[src/rtl/cal_pkg.sv]
// ----------------------------------------------------------------------------
// cal_pkg: shared types and constants of the cursor array list
// Command codes, controller states, datapath operations and status bundle.
// ----------------------------------------------------------------------------
`default_nettype none

package cal_pkg;

    // default geometry
    localparam int DEFAULT_CAPACITY   = 8;
    localparam int DEFAULT_DATA_WIDTH = 32;

    // fixed field widths of the stream words
    localparam int KIND_W    = 4;
    localparam int IN_DATA_W = 32;
    localparam int POS_W     = 3;
    localparam int COUNT_W   = 4;
    localparam int ITEM_W    = 32;
    localparam int S_TDATA_W = 40;
    localparam int M_TDATA_W = 48;

    // command codes carried in s_tuser
    typedef enum logic [KIND_W-1:0] {
        KIND_INSERT  = 4'd0,
        KIND_REMOVE  = 4'd1,
        KIND_REPLACE = 4'd2,
        KIND_CLEAR   = 4'd3,
        KIND_START   = 4'd4,
        KIND_END     = 4'd5,
        KIND_NEXT    = 4'd6,
        KIND_PRIOR   = 4'd7,
        KIND_MOVE    = 4'd8,
        KIND_FIND    = 4'd9
    } kind_t;

    // controller states
    typedef enum logic [3:0] {
        ST_IDLE,
        ST_DECODE,
        ST_LOOP,
        ST_SH_RD,
        ST_SH_WR,
        ST_INS_FIN,
        ST_REM_FIN,
        ST_REP_WR,
        ST_FIND_RD,
        ST_FIND_CMP,
        ST_SWP_RD_A,
        ST_SWP_RD_B,
        ST_SWP_WR_A,
        ST_SWP_WR_B,
        ST_ITEM_RD,
        ST_ITEM_OUT
    } ctl_state_t;

    // datapath operations issued by the controller
    typedef enum logic [3:0] {
        DP_NONE,
        DP_CAPTURE,
        DP_SETUP,
        DP_RD_SHIFT,
        DP_WR_SHIFT,
        DP_INS_FIN,
        DP_REM_FIN,
        DP_REP_WR,
        DP_FIND_RD,
        DP_FIND_CMP,
        DP_SWP_RD_A,
        DP_SWP_RD_B,
        DP_SWP_WR_A,
        DP_SWP_WR_B,
        DP_ITEM_RD,
        DP_LOAD
    } dp_op_t;

    // status from datapath to controller
    typedef struct packed {
        logic [KIND_W-1:0] kind;
        logic              cmd_ok;
        logic              loop_more;
        logic              match;
        logic              out_free;
    } dp_status_t;

endpackage

`default_nettype wire

[src/rtl/cursor_array_list_core.sv]
// ----------------------------------------------------------------------------
// cursor_array_list_core: bounded ordered list of signed words with a cursor
// Insert, remove, replace, clear, cursor moves, swap and linear search.
// ----------------------------------------------------------------------------
// Sequence: each accepted command is decoded; cursor moves, clear and rejected
// commands go on to the cursor entry read; replace writes one entry, move swaps two,
// insert and remove shift entries one at a time, find compares entries until a hit.
// Throughput: one command at a time; the next is taken only after the result
// loads, the shift and search loops paced by the single entry read port.
// Reset: synchronous active low; empties the list and invalidates the cursor.
`default_nettype none

module cursor_array_list_core
    import cal_pkg::*;
#(
    parameter int CAPACITY   = DEFAULT_CAPACITY,
    parameter int DATA_WIDTH = DEFAULT_DATA_WIDTH
) (
    input  wire logic                 aclk,
    input  wire logic                 aresetn,
    input  wire logic                 s_tvalid,
    output logic                      s_tready,
    // data[31:0], position[34:32], zero fill
    input  wire logic [S_TDATA_W-1:0] s_tdata,
    // kind[3:0]
    input  wire logic [KIND_W-1:0]    s_tuser,
    output logic                      m_tvalid,
    input  wire logic                 m_tready,
    // found[0], applied[1], is_empty[2], is_full[3], count[7:4],
    // cursor_valid[8], cursor_pos[11:9], cursor_item[43:12], zero fill
    output logic [M_TDATA_W-1:0]      m_tdata
);

    dp_op_t     op;
    dp_status_t status;

    // command sequencer
    cal_ctrl u_ctrl (
        .aclk     (aclk),
        .aresetn  (aresetn),
        .s_tvalid (s_tvalid),
        .s_tready (s_tready),
        .status   (status),
        .op       (op)
    );

    // storage, list state and result register
    cal_datapath #(
        .CAPACITY   (CAPACITY),
        .DATA_WIDTH (DATA_WIDTH)
    ) u_datapath (
        .aclk     (aclk),
        .aresetn  (aresetn),
        .op       (op),
        .status   (status),
        .s_tdata  (s_tdata),
        .s_tuser  (s_tuser),
        .m_tvalid (m_tvalid),
        .m_tready (m_tready),
        .m_tdata  (m_tdata)
    );

endmodule

`default_nettype wire

[src/rtl/cal_ctrl.sv]
// ----------------------------------------------------------------------------
// cal_ctrl: command sequencer
// Walks each command through decode, entry shifting, search, replace write or swap, the
// cursor entry read and the result load, one datapath operation per cycle.
// ----------------------------------------------------------------------------
`default_nettype none

module cal_ctrl
    import cal_pkg::*;
(
    input  wire logic       aclk,
    input  wire logic       aresetn,
    input  wire logic       s_tvalid,
    output logic            s_tready,
    input  wire dp_status_t status,
    output dp_op_t          op
);

    ctl_state_t state_reg, state_next;

    // state register
    always_ff @(posedge aclk) begin
        if (!aresetn) begin
            state_reg <= ST_IDLE;
        end else begin
            state_reg <= state_next;
        end
    end

    // next state
    always_comb begin
        state_next = state_reg;
        case (state_reg)
            ST_IDLE: begin
                if (s_tvalid) state_next = ST_DECODE;
            end
            ST_DECODE: begin
                case (status.kind)
                    KIND_INSERT, KIND_REMOVE:
                        state_next = status.cmd_ok ? ST_LOOP : ST_ITEM_RD;
                    KIND_FIND:    state_next = ST_LOOP;
                    KIND_REPLACE: state_next = status.cmd_ok ? ST_REP_WR : ST_ITEM_RD;
                    KIND_MOVE:    state_next = status.cmd_ok ? ST_SWP_RD_A : ST_ITEM_RD;
                    default:      state_next = ST_ITEM_RD;
                endcase
            end
            ST_LOOP: begin
                if (status.loop_more) begin
                    state_next = (status.kind == KIND_FIND) ? ST_FIND_RD : ST_SH_RD;
                end else if (status.kind == KIND_INSERT) begin
                    state_next = ST_INS_FIN;
                end else if (status.kind == KIND_REMOVE) begin
                    state_next = ST_REM_FIN;
                end else begin
                    state_next = ST_ITEM_RD;
                end
            end
            ST_SH_RD:    state_next = ST_SH_WR;
            ST_SH_WR:    state_next = ST_LOOP;
            ST_INS_FIN:  state_next = ST_ITEM_RD;
            ST_REM_FIN:  state_next = ST_ITEM_RD;
            ST_REP_WR:   state_next = ST_ITEM_RD;
            ST_FIND_RD:  state_next = ST_FIND_CMP;
            ST_FIND_CMP: state_next = status.match ? ST_ITEM_RD : ST_LOOP;
            ST_SWP_RD_A: state_next = ST_SWP_RD_B;
            ST_SWP_RD_B: state_next = ST_SWP_WR_A;
            ST_SWP_WR_A: state_next = ST_SWP_WR_B;
            ST_SWP_WR_B: state_next = ST_ITEM_RD;
            ST_ITEM_RD:  state_next = ST_ITEM_OUT;
            ST_ITEM_OUT: begin
                if (status.out_free) state_next = ST_IDLE;
            end
            default:     state_next = ST_IDLE;
        endcase
    end

    // outputs; no word is taken while reset is held
    always_comb begin
        s_tready = 1'b0;
        op       = DP_NONE;
        case (state_reg)
            ST_IDLE: begin
                s_tready = aresetn;
                if (s_tvalid && aresetn) op = DP_CAPTURE;
            end
            ST_DECODE:   op = DP_SETUP;
            ST_SH_RD:    op = DP_RD_SHIFT;
            ST_SH_WR:    op = DP_WR_SHIFT;
            ST_INS_FIN:  op = DP_INS_FIN;
            ST_REM_FIN:  op = DP_REM_FIN;
            ST_REP_WR:   op = DP_REP_WR;
            ST_FIND_RD:  op = DP_FIND_RD;
            ST_FIND_CMP: op = DP_FIND_CMP;
            ST_SWP_RD_A: op = DP_SWP_RD_A;
            ST_SWP_RD_B: op = DP_SWP_RD_B;
            ST_SWP_WR_A: op = DP_SWP_WR_A;
            ST_SWP_WR_B: op = DP_SWP_WR_B;
            ST_ITEM_RD:  op = DP_ITEM_RD;
            ST_ITEM_OUT: op = DP_LOAD;
            default:     op = DP_NONE;
        endcase
    end

endmodule

`default_nettype wire

[src/rtl/cal_datapath.sv]
// ----------------------------------------------------------------------------
// cal_datapath: entry memory, list and cursor registers, result register
// Entry memory has one write port and one registered read port; every
// operation from the controller does at most one access of each kind.
// ----------------------------------------------------------------------------
`default_nettype none

module cal_datapath
    import cal_pkg::*;
#(
    parameter int CAPACITY   = DEFAULT_CAPACITY,
    parameter int DATA_WIDTH = DEFAULT_DATA_WIDTH
) (
    input  wire logic                 aclk,
    input  wire logic                 aresetn,
    input  wire dp_op_t               op,
    output dp_status_t                status,
    input  wire logic [S_TDATA_W-1:0] s_tdata,
    input  wire logic [KIND_W-1:0]    s_tuser,
    output logic                      m_tvalid,
    input  wire logic                 m_tready,
    output logic [M_TDATA_W-1:0]      m_tdata
);

    localparam int IW = $clog2(CAPACITY);
    localparam int CW = $clog2(CAPACITY + 1);
    localparam int PW = (CW > POS_W) ? CW : POS_W;

    // entry memory
    logic [DATA_WIDTH-1:0] entry_mem_reg [CAPACITY];
    logic [DATA_WIDTH-1:0] rd_data_reg;
    logic                  rd_en;
    logic [IW-1:0]         rd_addr;
    logic                  wr_en;
    logic [IW-1:0]         wr_addr;
    logic [DATA_WIDTH-1:0] wr_data;

    // control state
    logic [CW-1:0] count_reg, count_next;
    logic [IW-1:0] cur_reg, cur_next;
    logic          cur_ok_reg, cur_ok_next;
    logic          m_tvalid_reg;

    // command and working registers
    logic [KIND_W-1:0]     kind_reg;
    logic [DATA_WIDTH-1:0] value_reg;
    logic [POS_W-1:0]      pos_reg;
    logic [CW-1:0]         idx_reg;
    logic [DATA_WIDTH-1:0] tmp_reg;
    logic                  found_reg;
    logic                  applied_reg;
    logic [M_TDATA_W-1:0]  m_tdata_reg;

    // derived values
    logic [63:0]           in_wide;
    logic signed [63:0]    item_wide;
    logic [CW-1:0]         cur_w;
    logic [CW-1:0]         at_idx;
    logic [CW-1:0]         idx_dec;
    logic [CW:0]           idx_inc;
    logic [PW-1:0]         pos_w;
    logic [PW-1:0]         count_pw;
    logic [IW-1:0]         pos_idx;
    logic [CW-1:0]         count_dec;
    logic                  cur_in;
    logic                  cmd_ok;
    logic                  loop_more;
    logic                  match;
    logic                  out_free;
    logic [ITEM_W-1:0]     item_out;
    logic [COUNT_W-1:0]    count_out;
    logic [POS_W-1:0]      pos_out;

    // input word sign-extended, then held at the stored width
    assign in_wide   = {{(64 - IN_DATA_W){s_tdata[IN_DATA_W-1]}}, s_tdata[IN_DATA_W-1:0]};
    assign item_wide = 64'($signed(rd_data_reg));

    assign cur_w     = CW'(cur_reg);
    assign at_idx    = cur_ok_reg ? (cur_w + CW'(1)) : '0;
    assign idx_dec   = idx_reg - CW'(1);
    assign idx_inc   = {1'b0, idx_reg} + (CW + 1)'(1);
    assign pos_w     = PW'(pos_reg);
    assign count_pw  = PW'(count_reg);
    assign pos_idx   = pos_w[IW-1:0];
    assign count_dec = count_reg - CW'(1);
    assign cur_in    = cur_ok_reg && (cur_w < count_reg);
    assign match     = (rd_data_reg == value_reg);
    assign out_free  = !m_tvalid_reg || m_tready;

    // whether the held command may be carried out
    always_comb begin
        case (kind_reg)
            KIND_INSERT:  cmd_ok = (count_reg < CW'(CAPACITY));
            KIND_REMOVE:  cmd_ok = cur_in;
            KIND_REPLACE: cmd_ok = cur_in;
            KIND_CLEAR:   cmd_ok = 1'b1;
            KIND_START:   cmd_ok = (count_reg != '0);
            KIND_END:     cmd_ok = (count_reg != '0);
            KIND_NEXT:    cmd_ok = cur_ok_reg && ((cur_w + CW'(1)) < count_reg);
            KIND_PRIOR:   cmd_ok = cur_ok_reg && (cur_reg != '0);
            KIND_MOVE:    cmd_ok = cur_in && (pos_w < count_pw);
            KIND_FIND:    cmd_ok = 1'b1;
            default:      cmd_ok = 1'b0;
        endcase
    end

    // loop test: insert walks down to the slot, remove and find walk up
    always_comb begin
        case (kind_reg)
            KIND_INSERT: loop_more = (idx_reg > at_idx);
            KIND_REMOVE: loop_more = (idx_inc < {1'b0, count_reg});
            default:     loop_more = (idx_reg < count_reg);
        endcase
    end

    assign status.kind      = kind_reg;
    assign status.cmd_ok    = cmd_ok;
    assign status.loop_more = loop_more;
    assign status.match     = match;
    assign status.out_free  = out_free;

    // memory port control
    always_comb begin
        rd_en   = 1'b0;
        rd_addr = cur_reg;
        wr_en   = 1'b0;
        wr_addr = cur_reg;
        wr_data = value_reg;
        case (op)
            DP_RD_SHIFT: begin
                rd_en   = 1'b1;
                rd_addr = (kind_reg == KIND_INSERT) ? idx_dec[IW-1:0] : idx_inc[IW-1:0];
            end
            DP_WR_SHIFT: begin
                wr_en   = 1'b1;
                wr_addr = idx_reg[IW-1:0];
                wr_data = rd_data_reg;
            end
            DP_INS_FIN: begin
                wr_en   = 1'b1;
                wr_addr = at_idx[IW-1:0];
            end
            DP_REP_WR: begin
                wr_en   = 1'b1;
            end
            DP_FIND_RD: begin
                rd_en   = 1'b1;
                rd_addr = idx_reg[IW-1:0];
            end
            DP_SWP_RD_A: begin
                rd_en   = 1'b1;
            end
            DP_SWP_RD_B: begin
                rd_en   = 1'b1;
                rd_addr = pos_idx;
            end
            DP_SWP_WR_A: begin
                wr_en   = 1'b1;
                wr_data = rd_data_reg;
            end
            DP_SWP_WR_B: begin
                wr_en   = 1'b1;
                wr_addr = pos_idx;
                wr_data = tmp_reg;
            end
            DP_ITEM_RD: begin
                rd_en   = 1'b1;
            end
            default: begin
                rd_en   = 1'b0;
            end
        endcase
    end

    // entry memory, registered read
    always_ff @(posedge aclk) begin
        if (wr_en) entry_mem_reg[wr_addr] <= wr_data;
        if (rd_en) rd_data_reg <= entry_mem_reg[rd_addr];
    end

    // next count and cursor
    always_comb begin
        count_next  = count_reg;
        cur_next    = cur_reg;
        cur_ok_next = cur_ok_reg;
        case (op)
            DP_SETUP: begin
                case (kind_reg)
                    KIND_CLEAR: begin
                        count_next  = '0;
                        cur_next    = '0;
                        cur_ok_next = 1'b0;
                    end
                    KIND_START: begin
                        if (cmd_ok) begin
                            cur_next    = '0;
                            cur_ok_next = 1'b1;
                        end
                    end
                    KIND_END: begin
                        if (cmd_ok) begin
                            cur_next    = count_dec[IW-1:0];
                            cur_ok_next = 1'b1;
                        end
                    end
                    KIND_NEXT: begin
                        if (cmd_ok) cur_next = cur_reg + IW'(1);
                    end
                    KIND_PRIOR: begin
                        if (cmd_ok) cur_next = cur_reg - IW'(1);
                    end
                    default: begin
                        cur_next = cur_reg;
                    end
                endcase
            end
            DP_INS_FIN: begin
                count_next  = count_reg + CW'(1);
                cur_next    = at_idx[IW-1:0];
                cur_ok_next = 1'b1;
            end
            DP_REM_FIN: begin
                count_next = count_dec;
                if (count_dec == '0) begin
                    cur_next    = '0;
                    cur_ok_next = 1'b0;
                end else if (cur_w >= count_dec) begin
                    cur_next = '0;
                end
            end
            DP_FIND_CMP: begin
                if (match) begin
                    cur_next    = idx_reg[IW-1:0];
                    cur_ok_next = 1'b1;
                end
            end
            DP_SWP_WR_B: begin
                cur_next = pos_idx;
            end
            default: begin
                count_next = count_reg;
            end
        endcase
    end

    // control registers
    always_ff @(posedge aclk) begin
        if (!aresetn) begin
            count_reg    <= '0;
            cur_reg      <= '0;
            cur_ok_reg   <= 1'b0;
            m_tvalid_reg <= 1'b0;
        end else begin
            count_reg  <= count_next;
            cur_reg    <= cur_next;
            cur_ok_reg <= cur_ok_next;
            if (op == DP_LOAD && out_free) begin
                m_tvalid_reg <= 1'b1;
            end else if (m_tready) begin
                m_tvalid_reg <= 1'b0;
            end
        end
    end

    // result fields
    assign item_out  = cur_in ? item_wide[ITEM_W-1:0] : '0;
    assign count_out = COUNT_W'(count_reg);
    assign pos_out   = cur_in ? POS_W'(cur_reg) : '0;

    // command, loop and result registers
    always_ff @(posedge aclk) begin
        case (op)
            DP_CAPTURE: begin
                kind_reg  <= s_tuser;
                value_reg <= in_wide[DATA_WIDTH-1:0];
                pos_reg   <= s_tdata[IN_DATA_W +: POS_W];
            end
            DP_SETUP: begin
                found_reg   <= 1'b0;
                applied_reg <= cmd_ok && (kind_reg != KIND_FIND);
                case (kind_reg)
                    KIND_INSERT: idx_reg <= count_reg;
                    KIND_REMOVE: idx_reg <= cur_w;
                    default:     idx_reg <= '0;
                endcase
            end
            DP_WR_SHIFT: begin
                idx_reg <= (kind_reg == KIND_INSERT) ? idx_dec : idx_inc[CW-1:0];
            end
            DP_FIND_CMP: begin
                if (match) begin
                    found_reg   <= 1'b1;
                    applied_reg <= 1'b1;
                end else begin
                    idx_reg <= idx_inc[CW-1:0];
                end
            end
            DP_SWP_RD_B: begin
                tmp_reg <= rd_data_reg;
            end
            DP_LOAD: begin
                if (out_free) begin
                    m_tdata_reg <= {4'd0, item_out, pos_out, cur_in, count_out,
                                    (count_reg == CW'(CAPACITY)), (count_reg == '0),
                                    applied_reg, found_reg};
                end
            end
            default: begin
                tmp_reg <= tmp_reg;
            end
        endcase
    end

    assign m_tvalid = m_tvalid_reg;
    assign m_tdata  = m_tdata_reg;

endmodule

`default_nettype wire
[config.mk]
export PLATFORM = sky130hd
export DESIGN_NAME = cursor_array_list_core
export DESIGN_NICKNAME = d
export VERILOG_FILES = /design/src/rtl/cal_pkg.sv /design/src/rtl/cursor_array_list_core.sv /design/src/rtl/cal_ctrl.sv /design/src/rtl/cal_datapath.sv
export SDC_FILE = /design/constraint.sdc
export NUM_CORES = 1
export LEC_CHECK = 0
export ABC_AREA = 1
export BUFFER_PORTS_ARGS = -buffer_cell sky130_fd_sc_hd__buf_4
export CELL_PAD_IN_SITES_DETAIL_PLACEMENT = 1
export CELL_PAD_IN_SITES_GLOBAL_PLACEMENT = 1
export CORE_MARGIN = 2
export CORE_UTILIZATION = 49
export DETAILED_ROUTE_END_ITERATION = 12
export PLACE_DENSITY = 0.84
export SKIP_CTS_REPAIR_TIMING = 1
export SLEW_MARGIN = 20
export SYNTH_ARGS = -nofsm -noshare
export SYNTH_HDL_FRONTEND = slang
export SYNTH_HIERARCHICAL = 1
export SYNTH_SLANG_ARGS = --single-unit
[constraint.sdc]
create_clock -name aclk -period 5.4 [get_ports aclk]
set_clock_uncertainty 0.1 [all_clocks]
set_input_delay 1.08 -clock aclk [delete_from_list [all_inputs] [get_ports aclk]]
set_output_delay 1.08 -clock aclk [all_outputs]
set_load 0.05 [all_outputs]
-- Word-level counts from Yosys, hierarchy flattened
Memories as Yosys holds them, arrays and structs flattened. A register that Yosys moved wholly into a read port is not among the register bits.
Index checks and enable logic that the tools add are counted.
- $add $sub $neg: 7
- magnitude comparators: 8
- equality and inequality tests: 56
- multiplexer cells: 50
- reductions and logical operators: 36
- operator list (kind ; count):
    4-bit equality test, second input constant ; 19
    32-bit one-hot mux with 2 select lines ; 1
    4-bit one-hot mux with 15 select lines ; 1
    4-bit two-way mux ; 13
    4-bit one-hot mux with 13 select lines ; 1
    4-bit by 3-bit equality test with 1-bit output, second input constant ; 12
    32-bit equality test ; 1
    3-bit one-hot mux with 5 select lines ; 2
    3-bit two-way mux ; 9
    4-bit by 2-bit equality test with 1-bit output, second input constant ; 6
    4-bit one-hot mux with 3 select lines ; 2
    3-bit one-hot mux with 3 select lines ; 2
    4-bit logical NOT ; 4
    4-bit one-hot mux with 4 select lines ; 1
    3-bit by 2-bit != test with 1-bit output, second input constant ; 5
    4-bit by 1-bit equality test with 1-bit output, second input constant ; 3
    1-bit two-way mux ; 11
    2-bit AND reduction ; 5
    2-bit OR reduction ; 5
    5-bit OR reduction ; 2
    3-bit nonzero test ; 3
    3-bit by 4-bit less-than comparator with 1-bit output ; 2
    4-bit less-than comparator ; 2
    1-bit one-hot mux with 2 select lines ; 4
    other kinds (28) ; 41
- register bits: 134
- RAM bits: 256
- bits of input ports: 48
- output and inout bits: 50
- word-level logic and storage cells: 172
- memories kept: 1
- memory list (name ; depth ; width ; rd ports ; clocked after Yosys merged registers in ; write ports ; RTL line ; source):
    u_datapath.entry_mem_reg ; 8 ; 32 ; 1 ; 1 ; 1 ; cal_datapath.sv:30 ; logic [DATA_WIDTH-1:0] entry_mem_reg [CAPACITY];

-- Longest topological paths before layout
- depth after elaboration: 8
- mapped depth: 20
- mapped depth without buffers: 19

-- Cells and area by module
Netlist, hierarchy kept.
- by module, submodules not included (module ; times used ; cells each ; area each (um2) ; seq. area each (um2)):
    cal_datapath ; 1 ; 1597 ; 18203.7 ; 12462.0
    cal_ctrl ; 1 ; 95 ; 488.0 ; 80.1

-- Worst setup path after synthesis
Ideal clock, no wire load.
- kind: in2reg
- start: input aresetn
- end: memory u_datapath/entry_mem_reg[4][0] (netlist bit), enable pin
- setup time: 421 ps
- data arrival time: 4457 ps
- data required time: 4879 ps
- slack: 422 ps
- stages on the path: 14
- buffers on the path: 0
- path through: inv_1 > nor2_1 > nand2_1 > o211ai_1 > nand2_1 > nor2_1 > inv_1 > nor2_1 > a21oi_1 > o211ai_1 > o21ai_0 > inv_1 > nand2_1 > nor2_1
- longest elaborated chain between the ends: 8
- elaborated cells on any way between the ends: 13
- those cells by class: 5 x eq/ne; 6 x mux; 2 x reduce/logical
- ends and longest elaborated chain (item ; RTL line ; source):
    start: declaration ; cursor_array_list_core.sv:20 ; input wire logic aresetn,
    1-bit logical AND (*) ; cal_ctrl.sv:84 ; if (s_tvalid && aresetn) op = DP_CAPTURE;
    1-bit two-way mux (*) ; cal_ctrl.sv:84 ;
    4-bit one-hot mux with 15 select lines (*) ; cal_ctrl.sv:81 ; case (state_reg)
    via op[0] ; cursor_array_list_core.sv:34 ; dp_op_t op;
    4-bit by 3-bit equality test with 1-bit output or 4-bit equality test (tied branches) ; cal_datapath.sv:129 ; case (op)
    5-bit OR reduction (no line) ; n/a ;
    1-bit two-way mux ; cal_datapath.sv:129 ;
    1-bit two-way mux ; cal_datapath.sv:177 ; if (wr_en) entry_mem_reg[wr_addr] <= wr_data;
    1-bit two-way mux (implied by the code) ; cal_datapath.sv:177 ;
    end: declaration ; cal_datapath.sv:30 ;
Mark *: on every way through the listed nets, which the timed path passes. The rest lies on a longest branch.

-- Worst setup path in the final report
- start: register u_ctrl.state_reg[2]
- end: memory u_datapath/entry_mem_reg[2][11] (netlist bit), enable pin
- longest elaborated chain between the ends: 7
- elaborated cells on any way between the ends: 26
- those cells by class: 19 x eq/ne; 5 x mux; 2 x reduce/logical
- ends and longest elaborated chain (item ; RTL line ; source):
    start: declaration ; cal_ctrl.sv:19 ; ctl_state_t state_reg, state_next;
    start signal: assignment ; cal_ctrl.sv:26 ; state_reg <= state_next;
    4-bit equality test, or another cell as far along ; cal_ctrl.sv:81 ;
    4-bit one-hot mux with 15 select lines (*) ; cal_ctrl.sv:81 ;
    via op[0] ; cursor_array_list_core.sv:34 ;
    4-bit by 3-bit equality test with 1-bit output or 4-bit equality test (tied branches) ; cal_datapath.sv:129 ;
    5-bit OR reduction (no line) ; n/a ;
    1-bit two-way mux ; cal_datapath.sv:129 ;
    1-bit two-way mux ; cal_datapath.sv:177 ;
    1-bit two-way mux (implied by the code) ; cal_datapath.sv:177 ;
Marked as above.

==> summary.md <==
| Metric | Value |
|---|---|
| Status | completed |
| Max Fanout on Critical Path | 32 |
| Worst Max-Slew Pin Slew | 959 ps |
| Register bit total from synthesis | 422 |
| Type of element capturing the critical path | flip-flop |
| # nets final | 1,847 |
| Clock tree from TritonCTS | yes |
| Post-DP HPWL | 34,700 um |
| RSZ-0062 raised after global routing | no |
| Number of remaining DRC errors | 0 |
| Top-Level Pins | 98 |
| Hold-critical path depth | 0 |
| Critical setup path kind | flip-flop to flip-flop |
| Max-cap violations | 0 |
| Syn-to-layout area delta | 14.5% |
| Overall global routing resource usage | 29.8% |
| Fraction of final layout cells with drive strength greater than 1 | 11.8% |
| Depth of the CTS H-tree | 2 |
| Ant diodes | 0 |
| CTS sink count | 422 |
| Antenna violations before repair | 1 |
| Clock buffer count from CTS | 45 |
| Number of failing hold endpoints at the final stage | 0 |
| Die Footprint | 0.0397 mm2 |
| Post-synth top area share | 65.7% |
| Required time of the worst setup path | 5480 ps |
| Peak clock frequency supported by timing | 234 MHz |
| Library cell used as clock root buffer | clkbuf_16 |
| Setup violation total in the final timing report | 0 |
| Maximum clock path buffer count | 3 |
| Power per cell area | 659 mW/mm2 |
| First DRT Iteration DRCs | 1,569 |
| Die Y | 199 um |
| Average footprint of a synthesized cell | 11.0 um2 |
| Starting density of the core | 49.7% |
| Initial DRT Pass Iterations | 5 |
| Global-route wire length before repair | 87,800 um |
| Tmin final | 4270 ps |
| Share of synthesized area occupied by flip-flops and latches | 67.1% |
| Remaining antenna violation count | 0 |
| Post-synth top area cell | edfxtp_1 |
| Final standard cell area without fillers | 0.0214 mm2 |
| Placed cell area | 0.0199 mm2 |
| Last weighted congestion value of the routability-driven placer | 0.927 |
| Setup_tns | 0 ps |
| Area taken by multi-input logic gates | 0.00530 mm2 |
| Post-detailed-route wirelength per cell | 25.2 um |
| Worst voltage drop across the vdd grid | 571 uV |
| Global route overflow | 0 |
| Average vias per placed instance | 5.98 |
| Synth unique cells | 46 |
| Routed Wire Length | 58,300 um |
| Worst slew margin relative to its limit | 35.3% |
| Final max-slew violation count | 0 |
| Post-route clock period utilization | 79.1% |
| Largest register FFs | 256 |
| Vias in the first global route | 14,800 |
| Top cells by area in the synthesized netlist | edfxtp_1 66%, nand2_1 7.9%, nand3_1 6.0% |
| Register area | 0.0125 mm2 |
| Kind of start point of the critical path | flip-flop |
| Fill cell total of the finished layout | 3,926 |
| Type of the most critical hold path | flip-flop to flip-flop |
| WP data arrival | 4350 ps |
| Leakage power | 8.13 nW |
| Std-Cell Core Area | 0.0376 mm2 |
| Yosys warning count | 6 |
| Clock transition at the registers of the reported paths | 60 ps |
| Via count | 13,800 |
| Horizontal die dimension | 199 um |
| Cell area after synthesis | 0.0187 mm2 |
| Latest clock arrival within the worst-skew pair | 560 ps |
| Port Buffers | 88 |
| Cell depth of the worst flop-to-flop path | 15 |
| Maximum number of pins on one net before global-route repair | 129 |
| Row count | 71 |
| Post-Synthesis Cells | 1,692 |
[synthesized netlist by cell type, drive strengths merged]
cell and instances:
clkinv 2, xor2 3, o311ai 1, a32oi 1, inv 134, o21bai 1
a21o 1, nor2 119, o31ai 1, xnor2 23, o221ai 1, mux2i 1
a21boi 1, fa 1, a221oi 2, nand3b 1, nand4 5, o22ai 10
a21oi 19, dfxtp 13, o211ai 43, a22oi 1, ha 29, o21ai 149
nand3 225, buf 60, o21a 1, conb 1, clkbuf 28, edfxtp 409
a31oi 2, nor3 6, nand2 398
[logic make-up after synthesis]
logic type / count (synthesis) / synth area share, %
other cells: 1 / 0.0201
compound gates: 234 / 7.24
flops: 422 / 67.1
xor+xnor: 26 / 1.22
buf+inv: 224 / 5.23
simple gates: 754 / 17.1
fa+ha+maj: 30 / 2.05
mux: 1 / 0.0536
[metal layers]
metal  up-vias  track usage (%)  part of all wire, %
met4         0             17.2                  5.3
met5         -                0                    0
met1      6877             36.1                   38
met3       193             5.82                  8.1
li1       6043                -                    -
met2       728             49.8                   49
[cell type report]
cell class              count  share of cell area, %
flip-flops and latches    422                   58.6
multi-input cells        1049                   24.7
clock buffers              60                   5.82
repair buffers            115                   4.38
well taps                 511                   2.99
inverters                 136                   2.38
clock inverters            23                   1.09
[worst paths after layout]
kind                               start  slack [ps]                         endpoint
hold / removal    u_datapath/applied_reg         320            u_datapath/m_tdata[1]
setup reg to reg     u_ctrl/state_reg[2]        1130  u_datapath/entry_mem_reg[2][11]
hold reg to reg   u_datapath/applied_reg         320            u_datapath/m_tdata[1]
setup / recovery     u_ctrl/state_reg[2]        1130  u_datapath/entry_mem_reg[2][11]
[through the flow]
stage | utilization, % | setup slack (ps) | hold WS, ps | power (W) | instances
floorplan | - | 422 | 300 | 0.00884 | 1695
detailed placement | 53.0 | 756 | 306 | 0.0108 | 2233
global route | 57.0 | 843 | 335 | 0.0148 | 2316
CTS | 57.0 | 1150 | 321 | 0.0140 | 2316
global placement | 53.0 | 873 | 302 | 0.0103 | 2233
finish | 57.0 | 1130 | 320 | 0.0141 | 2316
[layout by cell type (no fill, tap or decap), types with 29 or more instances in the layout]
master / n
buf_4: 109
clkbuf_16: 47
edfxtp_1: 409
ha_1: 29
inv_1: 125
nand2_1: 395
nand3_1: 224
nor2_1: 101
o211ai_1: 43
o21ai_0: 139
[worst max-delay path, cell delays in order, from the launching register on]
cell	delay, ps
dfxtp_1	650
nor2_4	90
nand3_1	130
nor2_1	70
nand2_1	60
o211ai_1	200
nand2_1	220
inv_1	80
nand2_1	160
clkinv_1	460
a21oi_1	370
o211ai_1	120
o21ai_0	230
nand2_1	250
nor2_4	130
buf_4	550
[power breakdown]
group          leakage [nW]  internal [W]  switching [W]
logic                  3.55       0.00153        0.00436
clock network         0.721       0.00185        0.00129
registers              3.85       0.00470       0.000388
(Power assumes the default switching activity.)
